File: src/rtl/core/snc_pkg.sv
`default_nettype none

package snc_pkg;

  // Configuration port geometry
  localparam int CFG_ADDR_W = 3;
  localparam int CFG_DATA_W = 16;

  // Fixed field widths
  localparam int WIN_W       = 10;
  localparam int BAND_W      = 16;
  localparam int COUNT_W     = 11;
  localparam int OUT_IDX_W   = 10;
  localparam int OUT_RANGE_W = 16;

  localparam logic [COUNT_W-1:0] COUNT_MAX = 11'h7FF;

  // Register indexes
  typedef enum logic [CFG_ADDR_W-1:0] {
    CFG_WINDOW_FIRST = 3'd0,
    CFG_WINDOW_LAST  = 3'd1,
    CFG_RANGE_LOW    = 3'd2,
    CFG_RANGE_HIGH   = 3'd3,
    CFG_CLUSTER_GAP  = 3'd4,
    CFG_MIN_POINTS   = 3'd5,
    CFG_DETECT_LIMIT = 3'd6
  } cfg_reg_t;

  // Reset values of the registers
  localparam logic [WIN_W-1:0]   RST_WINDOW_FIRST = 10'd0;
  localparam logic [WIN_W-1:0]   RST_WINDOW_LAST  = 10'd1023;
  localparam logic [BAND_W-1:0]  RST_RANGE_LOW    = 16'd50;
  localparam logic [BAND_W-1:0]  RST_RANGE_HIGH   = 16'd2000;
  localparam logic [BAND_W-1:0]  RST_CLUSTER_GAP  = 16'd200;
  localparam logic [COUNT_W-1:0] RST_MIN_POINTS   = 11'd5;
  localparam logic [BAND_W-1:0]  RST_DETECT_LIMIT = 16'd6000;

  typedef struct packed {
    logic [WIN_W-1:0]   window_first;
    logic [WIN_W-1:0]   window_last;
    logic [BAND_W-1:0]  range_low_mm;
    logic [BAND_W-1:0]  range_high_mm;
    logic [BAND_W-1:0]  cluster_gap_mm;
    logic [COUNT_W-1:0] min_points;
    logic [BAND_W-1:0]  detect_limit_mm;
  } cfg_t;

  // Classification of one sample, front to back
  typedef struct packed {
    logic valid;
    logic last;
  } item_flags_t;

endpackage

`default_nettype wire

File: src/rtl/core/snc_front.sv
`default_nettype none

module snc_front #(
  parameter int MAX_SCAN_POINTS = 1024,
  parameter int RANGE_BITS      = 16
) (
  input  wire logic                                clk,
  input  wire logic                                rst,
  input  wire snc_pkg::cfg_t                       cfg,
  input  wire logic                                in_valid,
  output logic                                     in_ready,
  input  wire logic [RANGE_BITS-1:0]               range_mm,
  input  wire logic                                range_finite,
  input  wire logic                                scan_end,
  input  wire logic                                q_full,
  output logic                                     q_push,
  output logic [RANGE_BITS-1:0]                    q_range,
  output logic [$clog2(MAX_SCAN_POINTS)-1:0]       q_idx,
  output snc_pkg::item_flags_t                     q_flags
);

  localparam int IDX_W = $clog2(MAX_SCAN_POINTS);
  localparam int IW    = (IDX_W > snc_pkg::WIN_W) ? IDX_W : snc_pkg::WIN_W;
  localparam int CW    = (RANGE_BITS > snc_pkg::BAND_W) ? RANGE_BITS : snc_pkg::BAND_W;
  localparam logic [IDX_W-1:0] IDX_LAST = IDX_W'(MAX_SCAN_POINTS - 1);

  logic [IDX_W-1:0] sample_counter;
  logic [IDX_W-1:0] sample_counter_next;
  logic [IW-1:0]    win_lo, win_hi, idx_ext;
  logic [CW-1:0]    r_ext;
  logic             in_window, in_band;

  assign in_ready = !q_full;
  assign q_push   = in_valid && in_ready;

  always_comb begin
    // Swapped window bounds are taken in either order
    if (cfg.window_first > cfg.window_last) begin
      win_lo = IW'(cfg.window_last);
      win_hi = IW'(cfg.window_first);
    end else begin
      win_lo = IW'(cfg.window_first);
      win_hi = IW'(cfg.window_last);
    end
    idx_ext   = IW'(sample_counter);
    r_ext     = CW'(range_mm);
    in_window = (idx_ext >= win_lo) && (idx_ext <= win_hi);
    in_band   = (r_ext >= CW'(cfg.range_low_mm)) && (r_ext <= CW'(cfg.range_high_mm));
  end

  assign q_range       = range_mm;
  assign q_idx         = sample_counter;
  assign q_flags.valid = range_finite && in_window && in_band;
  assign q_flags.last  = scan_end;

  always_comb begin
    sample_counter_next = sample_counter;
    if (q_push) begin
      if (scan_end || sample_counter == IDX_LAST) begin
        sample_counter_next = '0;
      end else begin
        sample_counter_next = sample_counter + 1'b1;
      end
    end
  end

  always_ff @(posedge clk) begin
    if (rst) begin
      sample_counter <= '0;
    end else begin
      sample_counter <= sample_counter_next;
    end
  end

endmodule

`default_nettype wire

File: src/rtl/core/snc_queue.sv
`default_nettype none

module snc_queue #(
  parameter int DATA_W = 28
) (
  input  wire logic              clk,
  input  wire logic              rst,
  input  wire logic              push,
  input  wire logic [DATA_W-1:0] push_data,
  output logic                   full,
  input  wire logic              pop,
  output logic                   nonempty,
  output logic [DATA_W-1:0]      pop_data
);

  // Two-entry queue
  logic [DATA_W-1:0] entry [2];
  logic              wr_ptr, rd_ptr;
  logic [1:0]        count;

  assign full     = (count == 2'd2);
  assign nonempty = (count != 2'd0);
  assign pop_data = entry[rd_ptr];

  always_ff @(posedge clk) begin
    if (push) begin
      entry[wr_ptr] <= push_data;
    end
  end

  always_ff @(posedge clk) begin
    if (rst) begin
      wr_ptr <= 1'b0;
      rd_ptr <= 1'b0;
      count  <= 2'd0;
    end else begin
      if (push) begin
        wr_ptr <= ~wr_ptr;
      end
      if (pop) begin
        rd_ptr <= ~rd_ptr;
      end
      case ({push, pop})
        2'b10:   count <= count + 2'd1;
        2'b01:   count <= count - 2'd1;
        default: count <= count;
      endcase
    end
  end

endmodule

`default_nettype wire

File: src/rtl/core/snc_back.sv
`default_nettype none

module snc_back #(
  parameter int MAX_SCAN_POINTS = 1024,
  parameter int RANGE_BITS      = 16
) (
  input  wire logic                                      clk,
  input  wire logic                                      rst,
  input  wire snc_pkg::cfg_t                             cfg,
  input  wire logic                                      q_nonempty,
  output logic                                           q_pop,
  input  wire logic [RANGE_BITS-1:0]                     q_range,
  input  wire logic [$clog2(MAX_SCAN_POINTS)-1:0]        q_idx,
  input  wire snc_pkg::item_flags_t                      q_flags,
  output logic                                           out_valid,
  input  wire logic                                      out_ready,
  output logic                                           found,
  output logic                                           exists,
  output logic [snc_pkg::OUT_RANGE_W-1:0]                nearest_mm,
  output logic [snc_pkg::OUT_IDX_W-1:0]                  nearest_index,
  output logic [snc_pkg::OUT_IDX_W-1:0]                  first_index,
  output logic [snc_pkg::OUT_IDX_W-1:0]                  last_index,
  output logic [snc_pkg::COUNT_W-1:0]                    point_count
);

  localparam int IDX_W = $clog2(MAX_SCAN_POINTS);
  localparam int IW    = (IDX_W > snc_pkg::OUT_IDX_W) ? IDX_W : snc_pkg::OUT_IDX_W;
  localparam int CW    = (RANGE_BITS > snc_pkg::BAND_W) ? RANGE_BITS : snc_pkg::BAND_W;
  localparam int NW    = snc_pkg::COUNT_W;

  // Running cluster and best cluster
  logic                  prev_valid;
  logic [RANGE_BITS-1:0] prev_range;
  logic                  open_cluster;
  logic [IDX_W-1:0]      cur_start, cur_end, cur_min_index;
  logic [RANGE_BITS-1:0] cur_min_range;
  logic [NW-1:0]         cur_count;
  logic                  best_found;
  logic [RANGE_BITS-1:0] best_range;
  logic [IDX_W-1:0]      best_min_index, best_start, best_end;
  logic [NW-1:0]         best_count;

  logic                  prev_valid_next;
  logic [RANGE_BITS-1:0] prev_range_next;
  logic                  open_cluster_next;
  logic [IDX_W-1:0]      cur_start_next, cur_end_next, cur_min_index_next;
  logic [RANGE_BITS-1:0] cur_min_range_next;
  logic [NW-1:0]         cur_count_next;
  logic                  best1_found;
  logic [RANGE_BITS-1:0] best1_range;
  logic [IDX_W-1:0]      best1_min_index, best1_start, best1_end;
  logic [NW-1:0]         best1_count;
  logic                  best2_found;
  logic [RANGE_BITS-1:0] best2_range;
  logic [IDX_W-1:0]      best2_min_index, best2_start, best2_end;
  logic [NW-1:0]         best2_count;

  logic [RANGE_BITS-1:0] diff;
  logic                  extend, take_old, take_cur;
  logic [CW-1:0]         nearest_ext;
  logic [IW-1:0]         min_idx_ext, start_ext, end_ext;

  // A scan end waits only while the previous result is still held
  assign q_pop = q_nonempty && (!q_flags.last || !out_valid || out_ready);

  always_comb begin
    diff   = (q_range >= prev_range) ? (q_range - prev_range) : (prev_range - q_range);
    extend = q_flags.valid && open_cluster && prev_valid && (q_idx != '0) &&
             (CW'(diff) <= CW'(cfg.cluster_gap_mm));

    // Close the old cluster unless this sample extends it
    take_old = !extend && open_cluster && (cur_count >= cfg.min_points) &&
               (!best_found || cur_min_range < best_range);
    best1_found     = best_found;
    best1_range     = best_range;
    best1_min_index = best_min_index;
    best1_start     = best_start;
    best1_end       = best_end;
    best1_count     = best_count;
    if (take_old) begin
      best1_found     = 1'b1;
      best1_range     = cur_min_range;
      best1_min_index = cur_min_index;
      best1_start     = cur_start;
      best1_end       = cur_end;
      best1_count     = cur_count;
    end

    cur_start_next     = cur_start;
    cur_end_next       = cur_end;
    cur_min_range_next = cur_min_range;
    cur_min_index_next = cur_min_index;
    cur_count_next     = cur_count;
    prev_range_next    = prev_range;
    open_cluster_next  = q_flags.valid;
    prev_valid_next    = q_flags.valid;
    if (extend) begin
      if (cur_count < snc_pkg::COUNT_MAX) begin
        cur_count_next = cur_count + 1'b1;
      end
      cur_end_next = q_idx;
      if (q_range < cur_min_range) begin
        cur_min_range_next = q_range;
        cur_min_index_next = q_idx;
      end
      prev_range_next = q_range;
    end else if (q_flags.valid) begin
      cur_start_next     = q_idx;
      cur_end_next       = q_idx;
      cur_min_range_next = q_range;
      cur_min_index_next = q_idx;
      cur_count_next     = NW'(1);
      prev_range_next    = q_range;
    end

    // Final close at scan end
    take_cur = open_cluster_next && (cur_count_next >= cfg.min_points) &&
               (!best1_found || cur_min_range_next < best1_range);
    best2_found     = best1_found;
    best2_range     = best1_range;
    best2_min_index = best1_min_index;
    best2_start     = best1_start;
    best2_end       = best1_end;
    best2_count     = best1_count;
    if (take_cur) begin
      best2_found     = 1'b1;
      best2_range     = cur_min_range_next;
      best2_min_index = cur_min_index_next;
      best2_start     = cur_start_next;
      best2_end       = cur_end_next;
      best2_count     = cur_count_next;
    end

    nearest_ext = CW'(best2_range);
    min_idx_ext = IW'(best2_min_index);
    start_ext   = IW'(best2_start);
    end_ext     = IW'(best2_end);
  end

  always_ff @(posedge clk) begin
    if (rst) begin
      prev_valid     <= 1'b0;
      prev_range     <= '0;
      open_cluster   <= 1'b0;
      cur_start      <= '0;
      cur_end        <= '0;
      cur_min_range  <= '1;
      cur_min_index  <= '0;
      cur_count      <= '0;
      best_found     <= 1'b0;
      best_range     <= '1;
      best_min_index <= '0;
      best_start     <= '0;
      best_end       <= '0;
      best_count     <= '0;
    end else if (q_pop) begin
      if (q_flags.last) begin
        prev_valid     <= 1'b0;
        prev_range     <= '0;
        open_cluster   <= 1'b0;
        cur_start      <= '0;
        cur_end        <= '0;
        cur_min_range  <= '1;
        cur_min_index  <= '0;
        cur_count      <= '0;
        best_found     <= 1'b0;
        best_range     <= '1;
        best_min_index <= '0;
        best_start     <= '0;
        best_end       <= '0;
        best_count     <= '0;
      end else begin
        prev_valid     <= prev_valid_next;
        prev_range     <= prev_range_next;
        open_cluster   <= open_cluster_next;
        cur_start      <= cur_start_next;
        cur_end        <= cur_end_next;
        cur_min_range  <= cur_min_range_next;
        cur_min_index  <= cur_min_index_next;
        cur_count      <= cur_count_next;
        best_found     <= best1_found;
        best_range     <= best1_range;
        best_min_index <= best1_min_index;
        best_start     <= best1_start;
        best_end       <= best1_end;
        best_count     <= best1_count;
      end
    end
  end

  // Result register
  always_ff @(posedge clk) begin
    if (rst) begin
      out_valid <= 1'b0;
    end else if (q_pop && q_flags.last) begin
      out_valid <= 1'b1;
    end else if (out_ready) begin
      out_valid <= 1'b0;
    end
  end

  always_ff @(posedge clk) begin
    if (q_pop && q_flags.last) begin
      found  <= best2_found;
      exists <= best2_found && (nearest_ext <= CW'(cfg.detect_limit_mm));
      if (best2_found) begin
        nearest_mm    <= nearest_ext[snc_pkg::OUT_RANGE_W-1:0];
        nearest_index <= min_idx_ext[snc_pkg::OUT_IDX_W-1:0];
        first_index   <= start_ext[snc_pkg::OUT_IDX_W-1:0];
        last_index    <= end_ext[snc_pkg::OUT_IDX_W-1:0];
        point_count   <= best2_count;
      end else begin
        nearest_mm    <= '1;
        nearest_index <= '0;
        first_index   <= '0;
        last_index    <= '0;
        point_count   <= '0;
      end
    end
  end

endmodule

`default_nettype wire

File: src/rtl/core/scan_nearest_cluster_finder_core.sv
// Nearest-cluster finder for one range scan.
// Input channel (in_valid/in_ready): one range sample per item with its finite
// flag and an end-of-scan mark; the sample index is counted internally from 0
// and wraps at MAX_SCAN_POINTS.
// Output channel (out_valid/out_ready): one result item per scan, issued for
// the sample marked scan_end, giving the nearest qualifying cluster.
// Config port (cfg_we/cfg_index/cfg_data): single-cycle register writes; the user
// must write only while the block is idle (unenforced); unknown indexes are ignored.
// Throughput: one sample per cycle while in_ready is high. The front stage
// classifies each sample (window and range band) and pushes it into a two-entry
// queue; the back stage runs the cluster tracker, one sample per cycle unless stalled.
// Path: a scan_end item is registered in the queue, then in the result register.
// Stall: a held result blocks only the next scan_end item in the back stage;
// ordinary samples keep flowing until the queue fills, then in_ready drops.
// Reset: registers go to their defaults and all per-scan state is cleared.
`default_nettype none

module scan_nearest_cluster_finder_core #(
  parameter int MAX_SCAN_POINTS = 1024,
  parameter int RANGE_BITS      = 16
) (
  input  wire logic                             clk,
  input  wire logic                             rst,
  // config
  input  wire logic                             cfg_we,
  input  wire logic [snc_pkg::CFG_ADDR_W-1:0]   cfg_index,
  input  wire logic [snc_pkg::CFG_DATA_W-1:0]   cfg_data,
  // samples
  input  wire logic                             in_valid,
  output logic                                  in_ready,
  input  wire logic [RANGE_BITS-1:0]            range_mm,
  input  wire logic                             range_finite,
  input  wire logic                             scan_end,
  // results
  output logic                                  out_valid,
  input  wire logic                             out_ready,
  output logic                                  found,
  output logic                                  exists,
  output logic [snc_pkg::OUT_RANGE_W-1:0]       nearest_mm,
  output logic [snc_pkg::OUT_IDX_W-1:0]         nearest_index,
  output logic [snc_pkg::OUT_IDX_W-1:0]         first_index,
  output logic [snc_pkg::OUT_IDX_W-1:0]         last_index,
  output logic [snc_pkg::COUNT_W-1:0]           point_count
);

  localparam int IDX_W = $clog2(MAX_SCAN_POINTS);
  localparam int Q_W   = RANGE_BITS + IDX_W + $bits(snc_pkg::item_flags_t);

  snc_pkg::cfg_t cfg;

  // Register file
  always_ff @(posedge clk) begin
    if (rst) begin
      cfg.window_first    <= snc_pkg::RST_WINDOW_FIRST;
      cfg.window_last     <= snc_pkg::RST_WINDOW_LAST;
      cfg.range_low_mm    <= snc_pkg::RST_RANGE_LOW;
      cfg.range_high_mm   <= snc_pkg::RST_RANGE_HIGH;
      cfg.cluster_gap_mm  <= snc_pkg::RST_CLUSTER_GAP;
      cfg.min_points      <= snc_pkg::RST_MIN_POINTS;
      cfg.detect_limit_mm <= snc_pkg::RST_DETECT_LIMIT;
    end else if (cfg_we) begin
      case (cfg_index)
        snc_pkg::CFG_WINDOW_FIRST: cfg.window_first   <= cfg_data[snc_pkg::WIN_W-1:0];
        snc_pkg::CFG_WINDOW_LAST:  cfg.window_last    <= cfg_data[snc_pkg::WIN_W-1:0];
        snc_pkg::CFG_RANGE_LOW:    cfg.range_low_mm   <= cfg_data[snc_pkg::BAND_W-1:0];
        snc_pkg::CFG_RANGE_HIGH:   cfg.range_high_mm  <= cfg_data[snc_pkg::BAND_W-1:0];
        snc_pkg::CFG_CLUSTER_GAP:  cfg.cluster_gap_mm <= cfg_data[snc_pkg::BAND_W-1:0];
        snc_pkg::CFG_MIN_POINTS:   cfg.min_points     <= cfg_data[snc_pkg::COUNT_W-1:0];
        snc_pkg::CFG_DETECT_LIMIT: cfg.detect_limit_mm <= cfg_data[snc_pkg::BAND_W-1:0];
        default: ;
      endcase
    end
  end

  // Front -> queue
  logic                  q_full, q_push, q_nonempty, q_pop;
  logic [RANGE_BITS-1:0] f_range, b_range;
  logic [IDX_W-1:0]      f_idx, b_idx;
  snc_pkg::item_flags_t  f_flags, b_flags;
  logic [Q_W-1:0]        q_wdata, q_rdata;

  snc_front #(
    .MAX_SCAN_POINTS (MAX_SCAN_POINTS),
    .RANGE_BITS      (RANGE_BITS)
  ) u_front (
    .clk          (clk),
    .rst          (rst),
    .cfg          (cfg),
    .in_valid     (in_valid),
    .in_ready     (in_ready),
    .range_mm     (range_mm),
    .range_finite (range_finite),
    .scan_end     (scan_end),
    .q_full       (q_full),
    .q_push       (q_push),
    .q_range      (f_range),
    .q_idx        (f_idx),
    .q_flags      (f_flags)
  );

  assign q_wdata = {f_range, f_idx, f_flags};

  snc_queue #(
    .DATA_W (Q_W)
  ) u_queue (
    .clk       (clk),
    .rst       (rst),
    .push      (q_push),
    .push_data (q_wdata),
    .full      (q_full),
    .pop       (q_pop),
    .nonempty  (q_nonempty),
    .pop_data  (q_rdata)
  );

  assign {b_range, b_idx, b_flags} = q_rdata;

  snc_back #(
    .MAX_SCAN_POINTS (MAX_SCAN_POINTS),
    .RANGE_BITS      (RANGE_BITS)
  ) u_back (
    .clk           (clk),
    .rst           (rst),
    .cfg           (cfg),
    .q_nonempty    (q_nonempty),
    .q_pop         (q_pop),
    .q_range       (b_range),
    .q_idx         (b_idx),
    .q_flags       (b_flags),
    .out_valid     (out_valid),
    .out_ready     (out_ready),
    .found         (found),
    .exists        (exists),
    .nearest_mm    (nearest_mm),
    .nearest_index (nearest_index),
    .first_index   (first_index),
    .last_index    (last_index),
    .point_count   (point_count)
  );

endmodule

`default_nettype wire

File: config.mk
export PLATFORM = sky130hd
export DESIGN_NAME = scan_nearest_cluster_finder_core
export DESIGN_NICKNAME = d
export VERILOG_FILES = /design/src/rtl/core/snc_pkg.sv /design/src/rtl/core/snc_front.sv /design/src/rtl/core/snc_queue.sv /design/src/rtl/core/snc_back.sv /design/src/rtl/core/scan_nearest_cluster_finder_core.sv
export SDC_FILE = /design/constraint.sdc
export NUM_CORES = 1
export LEC_CHECK = 0
export BUFFER_PORTS_ARGS = -buffer_cell sky130_fd_sc_hd__clkbuf_2
export CORE_ASPECT_RATIO = 1.75
export CORE_MARGIN = 8
export CORE_UTILIZATION = 45
export DETAILED_ROUTE_END_ITERATION = 10
export GPL_TIMING_DRIVEN = 0
export PLACE_DENSITY = 0.62
export SYNTH_ARGS = -nofsm -noshare
export SYNTH_HDL_FRONTEND = slang
export SYNTH_SLANG_ARGS = --single-unit
File: constraint.sdc
create_clock -name clk -period 9.6 [get_ports clk]
set_input_delay 0 -clock clk [delete_from_list [all_inputs] [get_ports clk]]
set_output_delay 0 -clock clk [all_outputs]
set_load 0.03 [all_outputs]
== Word level (Yosys, flattened, before mapping) ==
Memory sizes are Yosys's and may differ from the RTL's. A register that Yosys moved wholly into a read port is not among the register bits.
Index checks and enable logic that the tools add are counted.

* Bits in registers: 301
* Bits in writable memories: 56
* Bits of input ports: 42
* Output and inout port bits: 61
* Logic and storage cells: 158
* Memories: 1

{| class="wikitable"
|+ Memory list
! memory !! words !! bits a word !! rd ports !! clocked after Yosys merged registers in !! write ports !! RTL line !! source
|-
| u_queue.entry || 2 || 28 || 1 || 1 || 1 || snc_queue.sv:17 || <nowiki>logic [DATA_W-1:0] entry [2];</nowiki>
|}

* $add $sub $neg: 6
* Order comparisons: 14
* Eq/ne operators: 10
* Mux-type cells: 51
* Bitwise logic cells: 2
* Reduce and logical (&&, ||, !) cells: 42

{| class="wikitable"
|+ Operators by type and width
! operator !! count
|-
| $mux W10 || 22
|-
| $mux W16 || 11
|-
| $mux W11 || 7
|-
| $le A16 B16 Y1 || 3
|-
| $lt A16 B16 Y1 || 3
|-
| $ge A16 B16 Y1 || 2
|-
| $sub A16 B16 Y16 || 2
|-
| $ge A11 B11 Y1 || 2
|-
| $logic_and A1 B1 Y1 || 17
|-
| $reduce_and A2 Y1 || 8
|-
| $add A11 B1 Y11 const B || 1
|-
| $lt A11 B11 Y1 const B || 1
|-
| $add A10 B1 Y10 const B || 1
|-
| $eq A10 B10 Y1 const B || 1
|-
| $ge A10 B10 Y1 || 1
|-
| $gt A10 B10 Y1 || 1
|-
| $le A10 B10 Y1 || 1
|-
| $mux W1 || 10
|-
| $reduce_bool A10 Y1 || 1
|-
| $eq A3 B3 Y1 const B || 3
|-
| $eq A3 B2 Y1 const B || 2
|-
| $logic_not A1 Y1 || 6
|-
| $reduce_bool A2 Y1 || 3
|-
| $logic_or A1 B1 Y1 || 5
|-
| other kinds (9) || 11
|}

== Longest topological paths before layout ==
* Depth after elaboration: 15
* Mapped depth: 50
* Gate-level depth less buffers: 46

== Hierarchy ==
A second synthesis with hierarchy kept.

* Cell total of the unflattened synthesis: 2161
* Area, all modules: 20891.3 um^2

{| class="wikitable"
|+ By module, submodules not included
! module !! instances !! cells an instance !! area an instance (um^2)
|-
| snc_back || 1 || 1423 || 12702.2
|-
| scan_nearest_cluster_finder_core || 1 || 345 || 3717.3
|-
| snc_front || 1 || 284 || 2249.7
|-
| snc_queue || 1 || 109 || 2222.1
|}

== Worst setup path after synthesis ==
No wires, ideal clock.

* Path type: register to register
* Start point: register with a tool-made name
* End point: register u_back.exists, data pin
* Arrival: 9355 ps
* Required time: 9454 ps
* Setup slack: 99 ps
* Cell stages (with the launch flop): 50
* Buffers on the path: 6
* Clock period less this slack: 9501 ps
* Path through: dfxtp_1 buf_2 buf_1 mux2_2 ha_1 and2_1 nand3_1 a211oi_1 o21a_1 o31ai_1 nand2_1 clkbuf_1 o211ai_1 a31oi_1 or3b_1 xor2_1 ha_1 nand4_1 (+14 left out) o211ai_1 a41o_1 a21oi_1 o21a_1 buf_4 buf_6 mux2i_1 ha_1 a21o_1 a21o_1 a21o_1 a21oi_1 nor2b_1 o21ai_0 nand2b_1 a21oi_1 a32oi_1 a21oi_1

{| class="wikitable"
|+ RTL lines
! element !! RTL line !! source
|-
| end signal, assigned || snc_back.sv:205 || <nowiki>exists <= best2_found && (nearest_ext <= CW'(cfg.detect_limit_mm));</nowiki>
|-
| end, declared || snc_back.sv:18 || <nowiki>output logic exists,</nowiki>
|}

==> impl_metrics.toml <==
[critical_path]
cp.arrival_ns = 9.94
worst_ep_required_time_ns = 10.00
start_kind = "flip-flop"
critPathMaxStageDelay_ns = 0.40
critPathSlowestCell = "or3b_1"
endpoint_kind = "flip-flop"
cp_max_fo = 7
critical_path_class = "flip-flop to flip-flop"

[cts]
cts.path.max_buffers = 3
clock_latency_ns = 0.55
cts_tree = "yes"
root_buffer = "clkbuf_16"
htreeDepth = 2
numCtsBuffers = 36
clk_pin_slew_worst_paths_ns = 0.07
cts.sinks = 358

[yosys]
synth_top_cell_by_area = "dfxtp_1"
ys_async_sr_fraction = 0
yosys_warnings = 0
synth_compound_gate_area_share = 0.187
synth_edf_count = 115
yosys.area_share.xor_xnor = 0.0109
synth_top_family_by_area = "compound AO/OA/AOI/OAI gates"
synthSimpleGateAreaFrac = 0.140
syn_inst = 2199
ys.flop_type = "dfxtp_1"
ys_ff_latch = 358
yosys.area.top_type_share = 0.243
synth_cell_types = 72
avgSynthCellArea_sq_um = 9.10
synth_seq_area_share = 0.416
synthMuxAreaShare = 0.0680
syn_nets = 2436
syn_area_sq_mm = 0.0200
netlist_top_cells_area = "dfxtp_1 (24%), edfxtp_1 (17%), ha_1 (12%), mux2i_1 (5.1%), nand2_1 (4.9%)"
synthAdderAreaFrac = 0.123

[job]
maxCapViolCount = 0

[grt]
grt.overflow.total = 0
first_global_vias = 17300
met1_usage = 0.241
antenna_found_initial = 0
grt_pass1_wl_um = 94000
grt_use_total = 0.229
grt_start_max_net_pins = 38
global_route.usage.met3 = 0.0272
grt_util_met2 = 0.434
busiest_layer = "met2"

[route]
dr.pass1.iters = 5
drtIter0Drc = 1170
avgViaCountPerCell = 5.69
ant_nets = 0
via_count = 17300
drc_errors = 0
drt_wl_total_um = 61100
wire_per_inst_um = 20.1

[sta]
tightest_slew_ns = 1.12
max_slew_margin = 0.248
hold_slack_ns = 0.0791
finalCriticalPeriod_ns = 9.54
skew_ns = 0.0238
setup_tns_ns = 0
post-route-period-util = 0.994
fmax_ghz = 0.105
grt_setup_unrepaired = "true"
final_max_slew_viol_count = 0
setup_ws_ns = 0.0592
setup_viol_count_final = 0
hold_viol = 0

[placed_design]
placed_cells = 2872
gp_congestion = 0.931
place_ws_ns = -3.37
port_buffers = 100
placed_area_sq_mm = 0.0213
hpwlAfterDp_um = 46200

[die]
num_rows = 102
start_util = 0.455
core_area_sq_mm = 0.0440
ios = 103
fp.dieW_um = 175
die_y_um = 295
die_area_sq_mm = 0.0517

[layout]
final_layout_size_suffix_gt1_frac = 0.148
fillers = 3975
mostFrequentLayoutCells = "nand2_1 (260), dfxtp_1 (242), nor2_1 (209)"
layout.nets = 2670
antenna_cells = 0
final_common_cell = "nand2_1"
fin_area_sq_mm = 0.0240
syn_to_final_growth_pct = 19.8
layoutNonFillerInstCount = 3033

[pwr]
p_int_w = 0.00360
comb_power_share = 0.457
cellLeakagePower_nw = 9.90
p_per_area_mw_per_mm2 = 253
p_switching_w = 0.00248
ir_drop_v = 0.000159
switching_share = 0.408
seqPwrFrac = 0.313
clkPwrFrac = 0.230

[outcome]
outcome = "finished, final reports clean"

[min_path]
hold_path_class = "input pin to flip-flop"
## per-layer routing
layer,vias to the layer above,wire (um)
met3,178,2860
met2,539,31800
met5,-,0
met4,0,3570
met1,8224,22900
li1,8318,-
## synthesized netlist by cell type, types with 4 or more instances
cell type  instances
nand2_1          263
dfxtp_1          243
nor2_1           217
ha_1             193
inv_1            175
a21oi_1          168
edfxtp_1         115
a22oi_1          108
mux2i_1          101
clkbuf_1          93
o21ai_0           54
a21o_1            53
o211ai_1          39
mux2_2            30
nand4_1           30
o22ai_1           23
nand3_1           22
nand2b_1          21
o21a_1            21
a211o_1           16
nand3b_1          16
nor2b_1           15
xnor2_1           14
buf_2             12
a31oi_1           11
and3_1            11
nor3_1            11
xor2_1            11
o2bb2ai_1         10
o32ai_1           10
and2_1             7
and4_1             7
nor4_1             5
o21ai_1            5
o21bai_1           5
a211oi_1           4
o31ai_1            4
## critical path, delay by kind of cell, from the launching register on
kind,cells,cell delay [ns]
mux,2,0.59
buf+inv,10,1.24
compound gates,25,4.82
flops,1,0.38
xor+xnor,1,0.16
simple gates,7,0.88
fa+ha+maj,5,1.32
## power groups by stage
| stage | clock [W] | sequential [W] | combinational [W] |
|---|---|---|---|
| floorplan | 0 | 0.00199 | 0.00155 |
| global route | 0.00148 | 0.00193 | 0.00301 |
| finish | 0.00140 | 0.00190 | 0.00278 |
| global placement | 0 | 0.00193 | 0.00229 |
| detailed placement | 0 | 0.00193 | 0.00235 |
| CTS | 0.00143 | 0.00190 | 0.00256 |
## metrics by stage
stage | util | power [W]
after floorplan | - | 0.00355
after global placement | 0.482 | 0.00422
after detailed placement | 0.483 | 0.00428
after CTS | 0.533 | 0.00589
after global routing | 0.545 | 0.00642
final | 0.545 | 0.00608
## logic make-up (layout without fill, tap and decap cells)
kind of cell    count (synthesis)  in the layout
compound gates                565            565
xor+xnor                       25             25
fa+ha+maj                     195            195
buf+inv                       287            549
flops                         358            358
mux                           132            132
simple gates                  637            637
## what timing repair did
action                     CTS  global route
hold endpoints to repair   134             0
hold buffers                40             0
gates resized for setup    118            82
gates cloned                 0             1
pin swaps                   38            46
setup endpoints to repair   59             1
setup buffers               27            29
## final timing paths
| kind | from | end | slack, ns | depth (start not counted) |
|---|---|---|---|---|
| setup / recovery | flip-flop | u_back.exists | 0.06 | 50 |
| hold / removal | cfg_index[1] | cfg[7] | 0.08 | 5 |
| setup reg to reg | flip-flop | u_back.exists | 0.06 | 50 |
| hold reg to reg | cfg[23] | cfg[23] | 0.46 | 2 |
## final cells by class
type / instances / area, sq um / area share
multi-input combinational: 1554 / 11200 / 0.467
clock inverter: 18 / 183 / 0.00762
buffer: 109 / 558 / 0.0233
timing repair buffer: 198 / 1370 / 0.0570
inverter: 176 / 663 / 0.0276
clock buffer: 48 / 966 / 0.0403
sequential: 358 / 8320 / 0.347
tap: 572 / 716 / 0.0298
## state kept, by name, summed over array words and instances, names as in the netlist, 2 cells and up, named ones only
signal                 flops
u_back.point_count        11
u_back.cur_min_range      16
u_back.best_min_index     10
u_back.best_start         10
u_back.cur_start          10
u_back.best_end           10
u_back.nearest_index      10
u_back.cur_min_index      10
u_queue.count              2
u_back.cur_count          11
u_back.nearest_mm         16
u_front.q_idx             10
u_back.first_index        10
u_back.last_index         10
u_back.prev_range         16
u_back.best_count         11
u_back.cur_end            10
u_queue.entry             56
cfg                       95
u_back.best_range         16
Note: power is estimated with default switching activity, not from simulation.
